==> config.mk <==
export PLATFORM = sky130hd
export DESIGN_NAME = ppu_ram
export DESIGN_NICKNAME = d
export VERILOG_FILES = /design/src/rtl/ppu_ram.sv
export SDC_FILE = /design/constraint.sdc
export NUM_CORES = 2
export LEC_CHECK = 0
export BUFFER_PORTS_ARGS = -buffer_cell sky130_fd_sc_hd__buf_2
export CORE_MARGIN = 2
export CORE_UTILIZATION = 55
export CTS_BUF_LIST = sky130_fd_sc_hd__clkbuf_8
export DETAILED_ROUTE_END_ITERATION = 16
export PLACE_DENSITY = 0.71
export SYNTH_ARGS = -nofsm -noshare
export SYNTH_HDL_FRONTEND = slang
export SYNTH_SLANG_ARGS = --single-unit
==> constraint.sdc <==
create_clock -name clk -period 2.95 [get_ports clk]
set_clock_uncertainty 0.2 [all_clocks]
set_input_delay 0.295 -clock clk [delete_from_list [all_inputs] [get_ports clk]]
set_output_delay 0.295 -clock clk [all_outputs]
set_load 0.03 [all_outputs]
==> src/rtl/ppu_ram.sv <==
// Generic single-port-write, single-port-read RAM with registered read data.
// Read during write to the same address returns the old content. No deps.
module ppu_ram #(
	parameter int WIDTH = 8,
	parameter int DEPTH = 256,
	localparam int AW = (DEPTH > 1) ? $clog2(DEPTH) : 1
) (
	input  logic             clk,
	input  logic             we,
	input  logic [AW-1:0]    waddr,
	input  logic [WIDTH-1:0] wdata,
	input  logic [AW-1:0]    raddr,
	output logic [WIDTH-1:0] rdata
);

	logic [WIDTH-1:0] mem [DEPTH];

	always_ff @(posedge clk) begin
		rdata <= mem[raddr];
		if (we) begin
			mem[waddr] <= wdata;
		end
	end

endmodule

Word-level counts from Yosys, hierarchy flattened
Memories as Yosys holds them, arrays and structs flattened. A register that Yosys moved wholly into a read port is not among the register bits. Cells that the tools add are included.

Mux-type cells: 2.

Operators with widths (count): $mux 1 (2).

Flip-flop bits (word level): 0. RAM bits: 2048. Bits of input ports: 26. Output and inout port bits: 8. Word-level logic and storage cells: 3. Memories kept: 1.

Memory list: mem (depth 256, bits a word 8, read ports 1, clocked after Yosys merged registers in 1, wr ports 1, line 16) `logic [WIDTH-1:0] mem [DEPTH];`.

Longest topological paths before layout
Word-level depth: 2. Gate-level depth with buffers: 11. Depth with buffers taken out: 6.

Least setup slack after synthesis
OpenSTA, ideal clock, no wires.

Kind: input -> register. Start point: input raddr[0]. End point: register rdata[2] (read register of mem). Setup time: 0.131 ns. Arrival time: 2.102 ns. Required time: 2.619 ns. Setup slack: 0.517 ns. Stages: 9. Path buffers: 4. Cell sequence: buf_6 > buf_12 > buf_8 > buf_2 > mux4_2 > a22oi_1 > a21oi_1 > nor4_1 > nor4_2.

RTL lines: from (decl) (line 12) `input logic [AW-1:0] raddr,`; to (decl) (line 13) `output logic [WIDTH-1:0] rdata`.

==> flow_metrics.py <==
metrics = {
    "run_status": {
        "outcome": "finished, violations left",
        "violations": "DRC",
    },
    "yosys": {
        "syn_area_sq_um": 79600,
        "synth_seq_area_share_pct": 77.5,
        "synth_edf_count": 2048,
        "synth_flop_cell": "edfxtp_1",
        "async_reset_ff_share_pct": 0,
        "avgSynthCellArea_sq_um": 21.3,
        "yosys-top-cells-area": "edfxtp_1, mux4_2, mux2i_1",
        "synth-seq-cells": 2056,
        "synthCells": 3733,
        "synth_largest_area_cell": "edfxtp_1",
        "yosysTopAreaCellShare_pct": 77.3,
        "synth.distinct_cells": 55,
        "synth_nets": 3759,
        "synth_warnings": 0,
    },
    "finish": {
        "nets": 4535,
        "regArea_sq_um": 61700,
        "fillers": 9492,
        "final_cell_mix": "edfxtp_1, buf_4, mux4_2, clkbuf_8, nor2_1",
        "multi_input_area_sq_um": 16500,
        "layout-drive-gt1-share_pct": 32.1,
        "final_common_cell": "edfxtp_1",
        "syn_to_final_growth_pct": 16.2,
    },
    "global_route": {
        "antenna_found_initial": 10,
        "grt_pass1_vias": 42539,
        "grt_start_max_net_pins": 102,
        "overflow": 0,
        "track_usage_pct": 27.3,
        "grt_first_pass_wirelength_um": 289000,
    },
    "drt": {
        "routedWlPerCell_um": 30.0,
        "drc": 4,
        "totalWireLength_um": 199000,
        "ant_nets": 0,
        "dr.pass1.iters": 13,
        "drtIter0Drc": 5830,
        "via_per_inst": 6.38,
        "vias": 42367,
    },
    "setup_path": {
        "crit_path_end_kind": "register",
        "crit_required_ns": 3.62,
        "cp.arrival_ns": 3.59,
        "critical_path_class": "register to register",
        "cp_max_fo": 1,
        "start_kind": "register",
    },
    "placement": {
        "dpl.hpwl_um": 126000,
        "io_buffers": 33,
        "gp_congestion": 0.886,
        "dpl_worst_slack_ns": -0.884,
    },
    "cts": {
        "cts_tree": "yes",
        "numCtsBuffers": 335,
        "htree_levels": 5,
        "insertion_delay_ns": 1.04,
        "clockBufferDepth": 4,
        "clock-sinks": 2056,
        "clk_pin_slew_ns": 0.06,
        "post_cts_buffers": 0,
        "clock_tree.root_cell": "clkbuf_8",
    },
    "power": {
        "peakVddDrop_uv": 457,
        "clockPowerShare_pct": 38.4,
        "p_int_w": 0.0449,
        "combPwrFrac_pct": 5.8,
        "p_switching_w": 0.0129,
        "swShare_pct": 22.3,
        "p_seq_share_pct": 55.9,
        "power_per_cell_area_nw_per_um2": 625,
        "p_leak_nw": 30.3,
    },
    "timing": {
        "fin_ws_ns": 0.0322,
        "setup-violations-final": 0,
        "tns_ns": 0,
        "fmax_ghz": 0.343,
        "period_needed_ns": 2.92,
        "drv_slew": 0,
        "tightest_slew_ns": 0.945,
        "rsz0062_at_grt": "false",
        "finalCritPeriodShare_pct": 98.9,
        "hold_viol": 0,
        "slew_headroom_pct": 36.4,
    },
    "floorplanning": {
        "dieArea_sq_um": 148000,
        "core-area_sq_um": 144000,
        "placementRows": 139,
        "start_util_pct": 55.4,
        "fp.dieW_um": 384,
        "pin_count": 34,
        "die_h_um": 384,
    },
    "worst_hold_path": {
        "hp-class": "input port to register",
    },
    "run": {
        "drv_cap": 0,
    },
}
-- cells by family (layout without fill, tap and decap cells) --
logic type / count (synthesis) / in the layout / synth area share [%]
flops: 2056 / 2056 / 77.5
mux: 591 / 591 / 14.6
simple gates: 466 / 466 / 2.63
compound gates: 385 / 385 / 3.42
buf+inv: 235 / 1233 / 1.83
other cells: 0 / 2 / 0
-- area by class of cell --
type,count,share of cell area [%]
sequential,2056,66.7
multi-input combinational,1442,17.9
timing repair buffer,672,6.53
clock buffer,342,5.09
tap,1903,2.58
clock inverter,217,1.20
inverter,2,0.00812
antenna,2,0.00542
-- per-layer routing --
metal / track usage [%] / vias up / routed length [um]
met5: 0.455 / - / 149
met4: 10.2 / 10 / 6990
met3: 5.97 / 386 / 22200
met2: 41.8 / 2779 / 94300
met1: 39.1 / 21918 / 75200
li1: - / 17274 / -
-- flip-flops by register name, indices dropped and copies added, names as in the netlist --
register / flops
mem: 2048
rdata: 8
-- worst paths after layout --
path	slack, ns	start	cells after the start	to
max	0.03	mem[66][0]	6	rdata[0]
min	0.09	wdata[1]	2	mem[87][1]
max reg2reg	0.03	mem[66][0]	6	rdata[0]
min reg2reg	0.89	mem[32][5]	7	rdata[5]
-- power groups by stage --
stage	clock [W]	sequential, W	combinational (W)
4_1_cts	0.0225	0.0323	0.00332
6_report	0.0222	0.0323	0.00333
5_1_grt	0.0237	0.0323	0.00348
3_3_place_gp	0	0.0329	0.00323
2_1_floorplan	0	0.0329	0.00156
3_5_place_dp	0	0.0329	0.00329
-- cell usage after synthesis (13+ instances only) --
cell and number:
buf_8 13, a221oi_1 13, a211oi_1 16, buf_4 27, o221ai_1 46, buf_2 31
o22ai_1 28, nand2_1 33, edfxtp_1 2048, a21oi_1 96, a22oi_1 133, nor2b_1 31
clkbuf_1 111, buf_1 22, nor3_1 22, nor2_1 282, mux2i_1 134, nand3_1 34
mux4_2 454, nor4_1 24, buf_6 21
-- timing repair --
action | 4_1_cts | 5_1_grt
setup endpoints to repair | 2 | 1
hold buffers | 25 | 0
pin swaps | 0 | 0
hold endpoints to repair | 2622 | 0
resized for setup | 2 | 1
-- per-stage QoR --
stage	total power, W	instances	hold WS [ns]	util, %	area, sq um
after floorplan	0.0345	3733	0.194	-	79600
after global placement	0.0361	6050	0.528	60.1	86300
after detailed placement	0.0362	6050	0.542	60.1	86300
after CTS	0.0581	6634	0.000224	64.3	92400
after global routing	0.0595	6635	0.0491	64.3	92400
final	0.0578	6636	0.0931	64.3	92400
-- critical path: stages (launching register included) --
cell      delay [ns]
edfxtp_1        0.38
mux4_2          0.50
mux4_2          0.53
nor2b_1         0.22
nor4_1          0.66
buf_4           0.24
nor4_2          0.04
(Power assumes the default switching activity.)
