`src/rtl/ppu_pkg.sv`:
```
// Package for the palette pair 2x upscaler: sizes, command and mode codes,
// and the result type. Used by the interfaces, the RAM users, the output
// queue, the top level and the checker.
package ppu_pkg;

	localparam int MAX_SRC_WIDTH = 1024;

	// source column counter, widened column and line store address
	localparam int CC_W       = (MAX_SRC_WIDTH > 1) ? $clog2(MAX_SRC_WIDTH) : 1;
	localparam int COL_W      = CC_W + 1;
	localparam int LINE_DEPTH = 2 * MAX_SRC_WIDTH;
	localparam int LINE_AW    = (LINE_DEPTH > 1) ? $clog2(LINE_DEPTH) : 1;

	localparam int OUT_COL_W = 11;
	localparam int COLX_W    = (COL_W > OUT_COL_W) ? COL_W : OUT_COL_W;

	localparam int PIX_W     = 8;
	localparam int TBL_DEPTH = 65536;

	localparam int FIFO_DEPTH = 4;
	localparam int FIFO_AW    = 2;
	localparam int FIFO_CNT_W = 3;

	localparam logic CMD_TABLE = 1'b0;
	localparam logic CMD_PIXEL = 1'b1;

	localparam logic [1:0] MODE_WIDEN  = 2'd0;
	localparam logic [1:0] MODE_DOUBLE = 2'd1;
	localparam logic [1:0] MODE_BLEND  = 2'd2;

	localparam logic [1:0] CNT_ONE   = 2'd1;
	localparam logic [1:0] CNT_TWO   = 2'd2;
	localparam logic [1:0] CNT_THREE = 2'd3;

	typedef struct packed {
		logic [OUT_COL_W-1:0] out_column;
		logic [PIX_W-1:0]     line_a;
		logic [PIX_W-1:0]     line_b;
		logic [PIX_W-1:0]     line_c;
		logic [1:0]           line_count;
		logic                 run_last;
	} result_t;

endpackage

```
`src/rtl/ppu_ifs.sv`:
```


interface ppu_res_if import ppu_pkg::*; ();
	logic                 valid;
	logic                 ready;
	logic [OUT_COL_W-1:0] out_column;
	logic [PIX_W-1:0]     line_a;
	logic [PIX_W-1:0]     line_b;
	logic [PIX_W-1:0]     line_c;
	logic [1:0]           line_count;
	logic                 run_last;

	modport source (output valid, out_column, line_a, line_b, line_c, line_count,
		run_last, input ready);
	modport sink (input valid, out_column, line_a, line_b, line_c, line_count,
		run_last, output ready);
endinterface


```
`src/rtl/ppu_out_fifo.sv`:
```
// Result queue of the upscaler: holds finished results until the sink takes
// them and reports its fill level for issue credit. Depends on ppu_pkg, ppu_ifs.
module ppu_out_fifo import ppu_pkg::*; (
	input  logic                  clk,
	input  logic                  arst_n,
	input  logic                  push,
	input  result_t               push_data,
	output logic [FIFO_CNT_W-1:0] count,
	ppu_res_if.source             dst
);

	result_t              mem_q [FIFO_DEPTH];
	logic [FIFO_AW-1:0]   wr_ptr_q;
	logic [FIFO_AW-1:0]   rd_ptr_q;
	logic [FIFO_CNT_W-1:0] cnt_q;
	logic                 pop;
	result_t              head;

	assign pop   = dst.valid && dst.ready;
	assign count = cnt_q;
	assign head  = mem_q[rd_ptr_q];

	assign dst.valid      = (cnt_q != '0);
	assign dst.out_column = head.out_column;
	assign dst.line_a     = head.line_a;
	assign dst.line_b     = head.line_b;
	assign dst.line_c     = head.line_c;
	assign dst.line_count = head.line_count;
	assign dst.run_last   = head.run_last;

	always_ff @(posedge clk) begin
		if (push) begin
			mem_q[wr_ptr_q] <= push_data;
		end
	end

	always_ff @(posedge clk or negedge arst_n) begin
		if (!arst_n) begin
			wr_ptr_q <= '0;
			rd_ptr_q <= '0;
			cnt_q    <= '0;
		end else begin
			if (push) begin
				wr_ptr_q <= wr_ptr_q + FIFO_AW'(1);
			end
			if (pop) begin
				rd_ptr_q <= rd_ptr_q + FIFO_AW'(1);
			end
			unique case ({push, pop})
				2'b10:   cnt_q <= cnt_q + FIFO_CNT_W'(1);
				2'b01:   cnt_q <= cnt_q - FIFO_CNT_W'(1);
				default: cnt_q <= cnt_q;
			endcase
		end
	end

endmodule

```
`src/flat_wrapper.sv`:
```
// flat-port wrapper written by rule: the top's interface ports become plain ports
module ppu_out_fifo_flat import ppu_pkg::*;
  (clk, arst_n, push, push_data, count, dst_valid, dst_out_column, dst_line_a, dst_line_b, dst_line_c, dst_line_count, dst_run_last, dst_ready);
  ppu_res_if dst_i ();
  input  logic clk;
  input  logic arst_n;
  input  logic push;
  input  result_t push_data;
  output logic [FIFO_CNT_W-1:0] count;
  output wire logic [$bits(dst_i.valid)-1:0] dst_valid;
  output wire logic [$bits(dst_i.out_column)-1:0] dst_out_column;
  output wire logic [$bits(dst_i.line_a)-1:0] dst_line_a;
  output wire logic [$bits(dst_i.line_b)-1:0] dst_line_b;
  output wire logic [$bits(dst_i.line_c)-1:0] dst_line_c;
  output wire logic [$bits(dst_i.line_count)-1:0] dst_line_count;
  output wire logic [$bits(dst_i.run_last)-1:0] dst_run_last;
  input wire logic [$bits(dst_i.ready)-1:0] dst_ready;
  assign dst_valid = dst_i.valid;
  assign dst_out_column = dst_i.out_column;
  assign dst_line_a = dst_i.line_a;
  assign dst_line_b = dst_i.line_b;
  assign dst_line_c = dst_i.line_c;
  assign dst_line_count = dst_i.line_count;
  assign dst_run_last = dst_i.run_last;
  assign dst_i.ready = dst_ready;
  ppu_out_fifo u_core (.clk(clk), .arst_n(arst_n), .push(push), .push_data(push_data), .count(count), .dst(dst_i));
endmodule
```
`config.mk`:
```
export PLATFORM = sky130hd
export DESIGN_NAME = ppu_out_fifo_flat
export DESIGN_NICKNAME = d
export VERILOG_FILES = /design/src/rtl/ppu_pkg.sv /design/src/rtl/ppu_ifs.sv /design/src/rtl/ppu_out_fifo.sv /design/src/flat_wrapper.sv
export SDC_FILE = /design/constraint.sdc
export NUM_CORES = 1
export LEC_CHECK = 0
export ABC_AREA = 1
export BUFFER_PORTS_ARGS = -buffer_cell sky130_fd_sc_hd__buf_2
export CAP_MARGIN = 25
export CORE_ASPECT_RATIO = 1.25
export CORE_UTILIZATION = 35
export CTS_BUF_LIST = sky130_fd_sc_hd__clkbuf_4
export CTS_CLUSTER_SIZE = 16
export DETAILED_ROUTE_END_ITERATION = 8
export PLACE_DENSITY = 0.51
export SLEW_MARGIN = 20
export SYNTH_ARGS = -nofsm -noshare
export SYNTH_HDL_FRONTEND = slang
export SYNTH_SLANG_ARGS = --single-unit
```
`constraint.sdc`:
```
create_clock -name clk -period 2.5 [get_ports clk]
set_clock_uncertainty 0.05 [all_clocks]
set_input_delay 0.375 -clock clk [delete_from_list [all_inputs] [get_ports clk]]
set_output_delay 0.375 -clock clk [all_outputs]
set_load 0.01 [all_outputs]
```
# Word level (Yosys, flattened, before mapping)
# Memory sizes are Yosys's and may differ from the RTL's.
# Index checks and enable logic that the tools add are counted.
[totals] input_bits=42 elab_cells=16 reg_bits=7 out_inout_bits=42 ram_bits=152 mem_count=1
[memory_table] memory="u_core.mem_q" depth=4 word_bits=38 read_ports=1 rd_clocked_by_memory_dff=0 wr=1 line_no="ppu_out_fifo.sv:12" rtl="result_t mem_q [FIFO_DEPTH];"
[op_classes] addsub=4 eq_ne=2 reduce_logical=3 muxes=3
[op_table] cell="3-bit one-hot mux with 2 select lines" count=1
[op_table] cell="2-bit by 1-bit adder with 2-bit output (second input constant)" count=2
[op_table] cell="3-bit by 1-bit adder with 3-bit output (second input constant)" count=1
[op_table] cell="3-bit nonzero test" count=1
[op_table] cell="3-bit by 1-bit subtractor with 3-bit output (second input constant)" count=1
[op_table] cell="2-bit by 1-bit equality test with 1-bit output (second input constant)" count=1
[op_table] cell="2-bit equality test (second input constant)" count=1
[op_table] cell="1-bit 2-to-1 mux" count=2
[op_table] cell="2-bit nonzero test" count=1
[op_table] cell="1-bit logical AND" count=1

# Logic depth before layout (Yosys ltp)
[logic_depth] depth_word=4 depth_mapped=12 depth_no_buf=12

# Least setup slack after synthesis
# Ideal clock, no wire load.
[synth_path] path_type="input to register" from="input push" to="memory u_core.mem_q[0][0] (netlist bit) (enable)" arrival_ns=1.434 cell_stages=3 slack_ns=0.624 n_path_buf=1 setup_time_ns=0.393 t_required_ns=2.057 path_cell_list="clkbuf_1 -> nand2_1 -> inv_1"
[synth_between] elab_chain_len=2
[synth_lines] item="start: declaration" line_no="flat_wrapper.sv:7" rtl="input logic push;"
[synth_lines] item="1-bit 2-to-1 mux" line_no="ppu_out_fifo.sv:32" rtl="if (push) begin"
[synth_lines] item="1-bit 2-to-1 mux (not written as such)" line_no="ppu_out_fifo.sv:33" rtl="mem_q[wr_ptr_q] <= push_data;"
[synth_lines] item="end: declaration" line_no="ppu_out_fifo.sv:12"
# Every way passes these cells.

# Worst setup path after layout
[layout_path] from="register u_core.rd_ptr_q[0]" to="output dst_line_count[0]"
[layout_between] elab_chain_len=1
[layout_lines] item="start: declaration" line_no="ppu_out_fifo.sv:14" rtl="logic [FIFO_AW-1:0] rd_ptr_q;"
[layout_lines] item="start signal: assignment" line_no="ppu_out_fifo.sv:47" rtl="rd_ptr_q <= rd_ptr_q + FIFO_AW'(1);"
[layout_lines] item="memory 4 x 38 bit"
[layout_lines] item="end: declaration" line_no="flat_wrapper.sv:15" rtl="output wire logic [$bits(dst_i.line_count)-1:0] dst_line_count;"
# Every way passes these cells.

==> summary by stage <==
Run status
The flow ran to the end, and the final reports show no timing, DRC or antenna violations.

Critical path
STA classifies the critical path endpoint as an output pin. In this run the critical register-to-register path is captured at u_core.count[1]. STA puts the critical path data required time at 2080 ps. STA puts the critical path data arrival time at 1870 ps. The path depth of the worst reg2reg path is 8. The worst register-to-register path begins at u_core.count[1].

The critical path startpoint category is a flip-flop. The classification of the worst setup path is reg2out. In this run the register-to-register setup slack is between 600 and 700 ps.

The maximum fanout count along the critical path is 36.

Route
The count of nets left with antenna violations once routing finished came out at 0. Dividing the detail-routed wire length by the instance count gives 15.4 um. The first-pass iteration count of the detailed router is 4. Detailed routing inserted a total of about 4,000 vias. Summed over all layers, the routed wires come to 13.5 mm. The detailed router finished its first iteration with 204 violations. Dividing the detail-routed via count by the number of cells gives 4.57. In the routed design, unresolved DRC markers number 0.

Finish
At the end of the flow, the number of nets in the layout was 681. The count of placed standard cells in the final layout, fillers left out is 879. The most common cell after layout, fill and taps aside is edfxtp_1. The final non-filler cell area is 8220 um2.

The number of inserted filler cells in the final layout is around 1,700. Across the whole layout, storage elements account for 4740 um2. The area of the multi-input gates is about 1500 um2.

The ratio of cells with drive above 1 in the final layout is 0.314. The top cell types in the final layout, fill and taps aside, are edfxtp_1, nand2_1, buf_2. From synthesis to final layout, the design area changed by 21.4%.

Power
For this design the total switching power over the nets is about 3.3 mW. The static leakage is 3.41 nW. In this run the power density over the cells is approximately 1100 nW/um2.

The sequential fraction of design power is 0.425. The peak ir drop on the vdd network is between 0.0005 and 0.0006 V. Of the total power, the share spent switching nets is 0.377. The share of total power dissipated in combinational logic is 0.405. Cell internal power was estimated by the tool at around 5.4 mW. The clock network fraction of total power is 0.170.

Placed design
The number of placed instances, taps included, is between 800 and 900. In this run the cell area measured after placement is roughly 7500 um2. Summed over all nets, the half-perimeter wirelength after detailed placement is between 8 and 9 mm. Routability-driven placement finished with a final weighted congestion of between 0.6 and 0.7. The count of buffers added on input and output ports is 83.

Global route
The met1 routing resource usage after global routing is 0.171. The global routing stage identified its most utilized layer as met2. The remaining global-route overflow is 0. For this run, global-route usage on met2 was measured as 0.249.

The via count of the first global-routing pass is ~4,000. The number of antenna violations at the first check in global routing was 1. For met3 alone, demand over resource in global routing was 0.0360. The first-pass GRT wire length is between 20 and 25 mm.

Entering global routing, the biggest net connects 46 pins. In the global route stage, overall resource usage came out at 0.143.

Clocking
The total clock sinks is between 150 and 200. Post-CTS timing repair inserted 0 buffers for setup. The maximum count of clock buffers along a single path is 2. The clock-pin slew on the worst setup and hold paths is around 130 ps. CTS built an H-tree with a depth of 4. The number of buffers created by CTS is 17. TritonCTS built the clock tree. CTS placed an instance of clkbuf_4 at the clock tree root. The later-pin clock latency in the skew report is roughly 530 ps.

Logic synthesis
For this run, the register share of the synthesized area comes to 0.700. The synthesized design contains approximately 160 register bits. The number of unique standard cell types used by synthesis is 18.

In the synthesized netlist, the number of instances is 500. Yosys printed 0 warnings. Each instance of the synthesized netlist takes up on average between 10 and 15 um2.

Counting every net in the synthesized netlist gives 548. The mapped cell area is between 6000 and 7000 um2.

Floorplan
The die is ~130 um wide. The number of primary I/O pins is 84. The area of the die is approximately 20,000 um2. The initial utilization of the core area, before any placement, comes to 0.359. The vertical die dimension is 157 um. The core area is around 19,000 um2. The floorplan has 56 rows.

Timing
Headroom to the max-slew limit came out at 0.599. Of the available clock period, the critical path in the final layout requires 0.918. Counting I/O delays and the setup requirement, the final critical path takes around 2300 ps. The max-slew violation count came to 0.

Derived from the worst setup path, the maximum achievable clock frequency is between 0.4 and 0.5 GHz. The worst hold-check slack is 142 ps. For the pin with the worst max-slew slack, the measured transition is roughly 600 ps. The number of hold-slack violations in the final timing report is 0. After routing, the total negative slack on setup checks comes to 0 ps. Setup violations remaining at the end of the flow were counted as 0. Setup repair after global routing left no endpoint under its margin.

Job
The number of max-cap violations is 0.

Worst hold path
The worst hold path class is in2async.
## synth_stat cells, drive strengths merged
library cell / instances / area (um2)
inv: 92 / 345
dfrtp: 7 / 175
fa: 1 / 20.0
o21ai: 2 / 10.0
buf: 24 / 176
o211ai: 76 / 866
nand2: 132 / 495
xnor2: 1 / 8.76
nand3: 4 / 20.0
nand4: 1 / 6.26
edfxtp: 152 / 4560
ha: 5 / 62.6
clkbuf: 2 / 7.51
xor2: 1 / 8.76
## kinds of logic (layout without fill, tap and decap cells)
| family | Yosys count | after routing | synth area share |
|---|---|---|---|
| DFF | 159 | 159 | 0.700 |
| and+or+nand+nor | 137 | 137 | 0.0771 |
| buffers and inverters | 118 | 264 | 0.0782 |
| AOI/OAI and AO/OA | 78 | 78 | 0.129 |
| adders and majority gates | 6 | 6 | 0.0122 |
| xor gates and xnor gates | 2 | 2 | 0.00259 |
| other | 0 | 1 | 0 |
## registers in the layout (all words and copies together), names as in the netlist
register and cells:
u_core.mem_q 152, u_core.count 3, u_core.rd_ptr_q 2, u_core.wr_ptr_q 2
## per-layer routing
layer,vias up,part of all wire
met3,13,0.037
li1,1991,-
met1,1939,0.45
met2,78,0.51
met4,0,0.010
met5,-,0
## final cells by class
type | count | share of cell area
repair inverters | 1 | 0.00107
multi-input cells | 223 | 0.182
repair buffers | 139 | 0.127
clock inverters | 12 | 0.0148
clock buffers | 20 | 0.0183
diodes | 1 | 0.000305
inverters | 92 | 0.0440
flip-flops and latches | 159 | 0.577
well taps | 232 | 0.0353
## power groups by stage
stage               combinational, mW  clock (mW)  sequential [mW]
floorplan                        2.32           0             3.70
global placement                 3.44           0             3.71
detailed placement               3.51           0             3.73
CTS                              3.56        1.55             3.67
global route                     3.89        1.66             3.73
finish                           3.51        1.48             3.69
## worst max-delay path by stage
stage                             from                  to  slack, ps  depth (start not counted)
CTS                 u_core.rd_ptr_q[0]       dst_line_b[4]         20                          6
detailed placement  u_core.rd_ptr_q[0]       dst_line_b[4]        620                          6
finish              u_core.rd_ptr_q[0]   dst_line_count[0]        210                          6
floorplan                         push  u_core.mem_q[0][0]        620                          3
global placement    u_core.rd_ptr_q[0]   dst_out_column[8]        650                          6
global route        u_core.rd_ptr_q[0]       dst_line_c[0]         60                          6
## per-stage QoR
step                      setup WS, ps  utilization  power [mW]
after floorplan                    624            -        6.03
after global placement             646        0.398        7.15
after detailed placement           621        0.398        7.24
after CTS                         19.7        0.434        8.78
after global routing              63.2        0.436        9.28
final                              205        0.436        8.68
## worst max-delay path, stage by stage, from the launching register on
cell and delay (ps):
dfrtp_2 530, inv_16 160, buf_12 220, nand2_1 70, o211ai_1 80, nand2_1 100, buf_2 150
## repair_timing
item / 4_1_cts / 5_1_grt
cloned: 0 / 1
gates resized for setup: 2 / 6
hold buffers: 41 / 0
hold endpoints to repair: 162 / 0
setup endpoints to repair: 15 / 28
(Power assumes the default switching activity.)
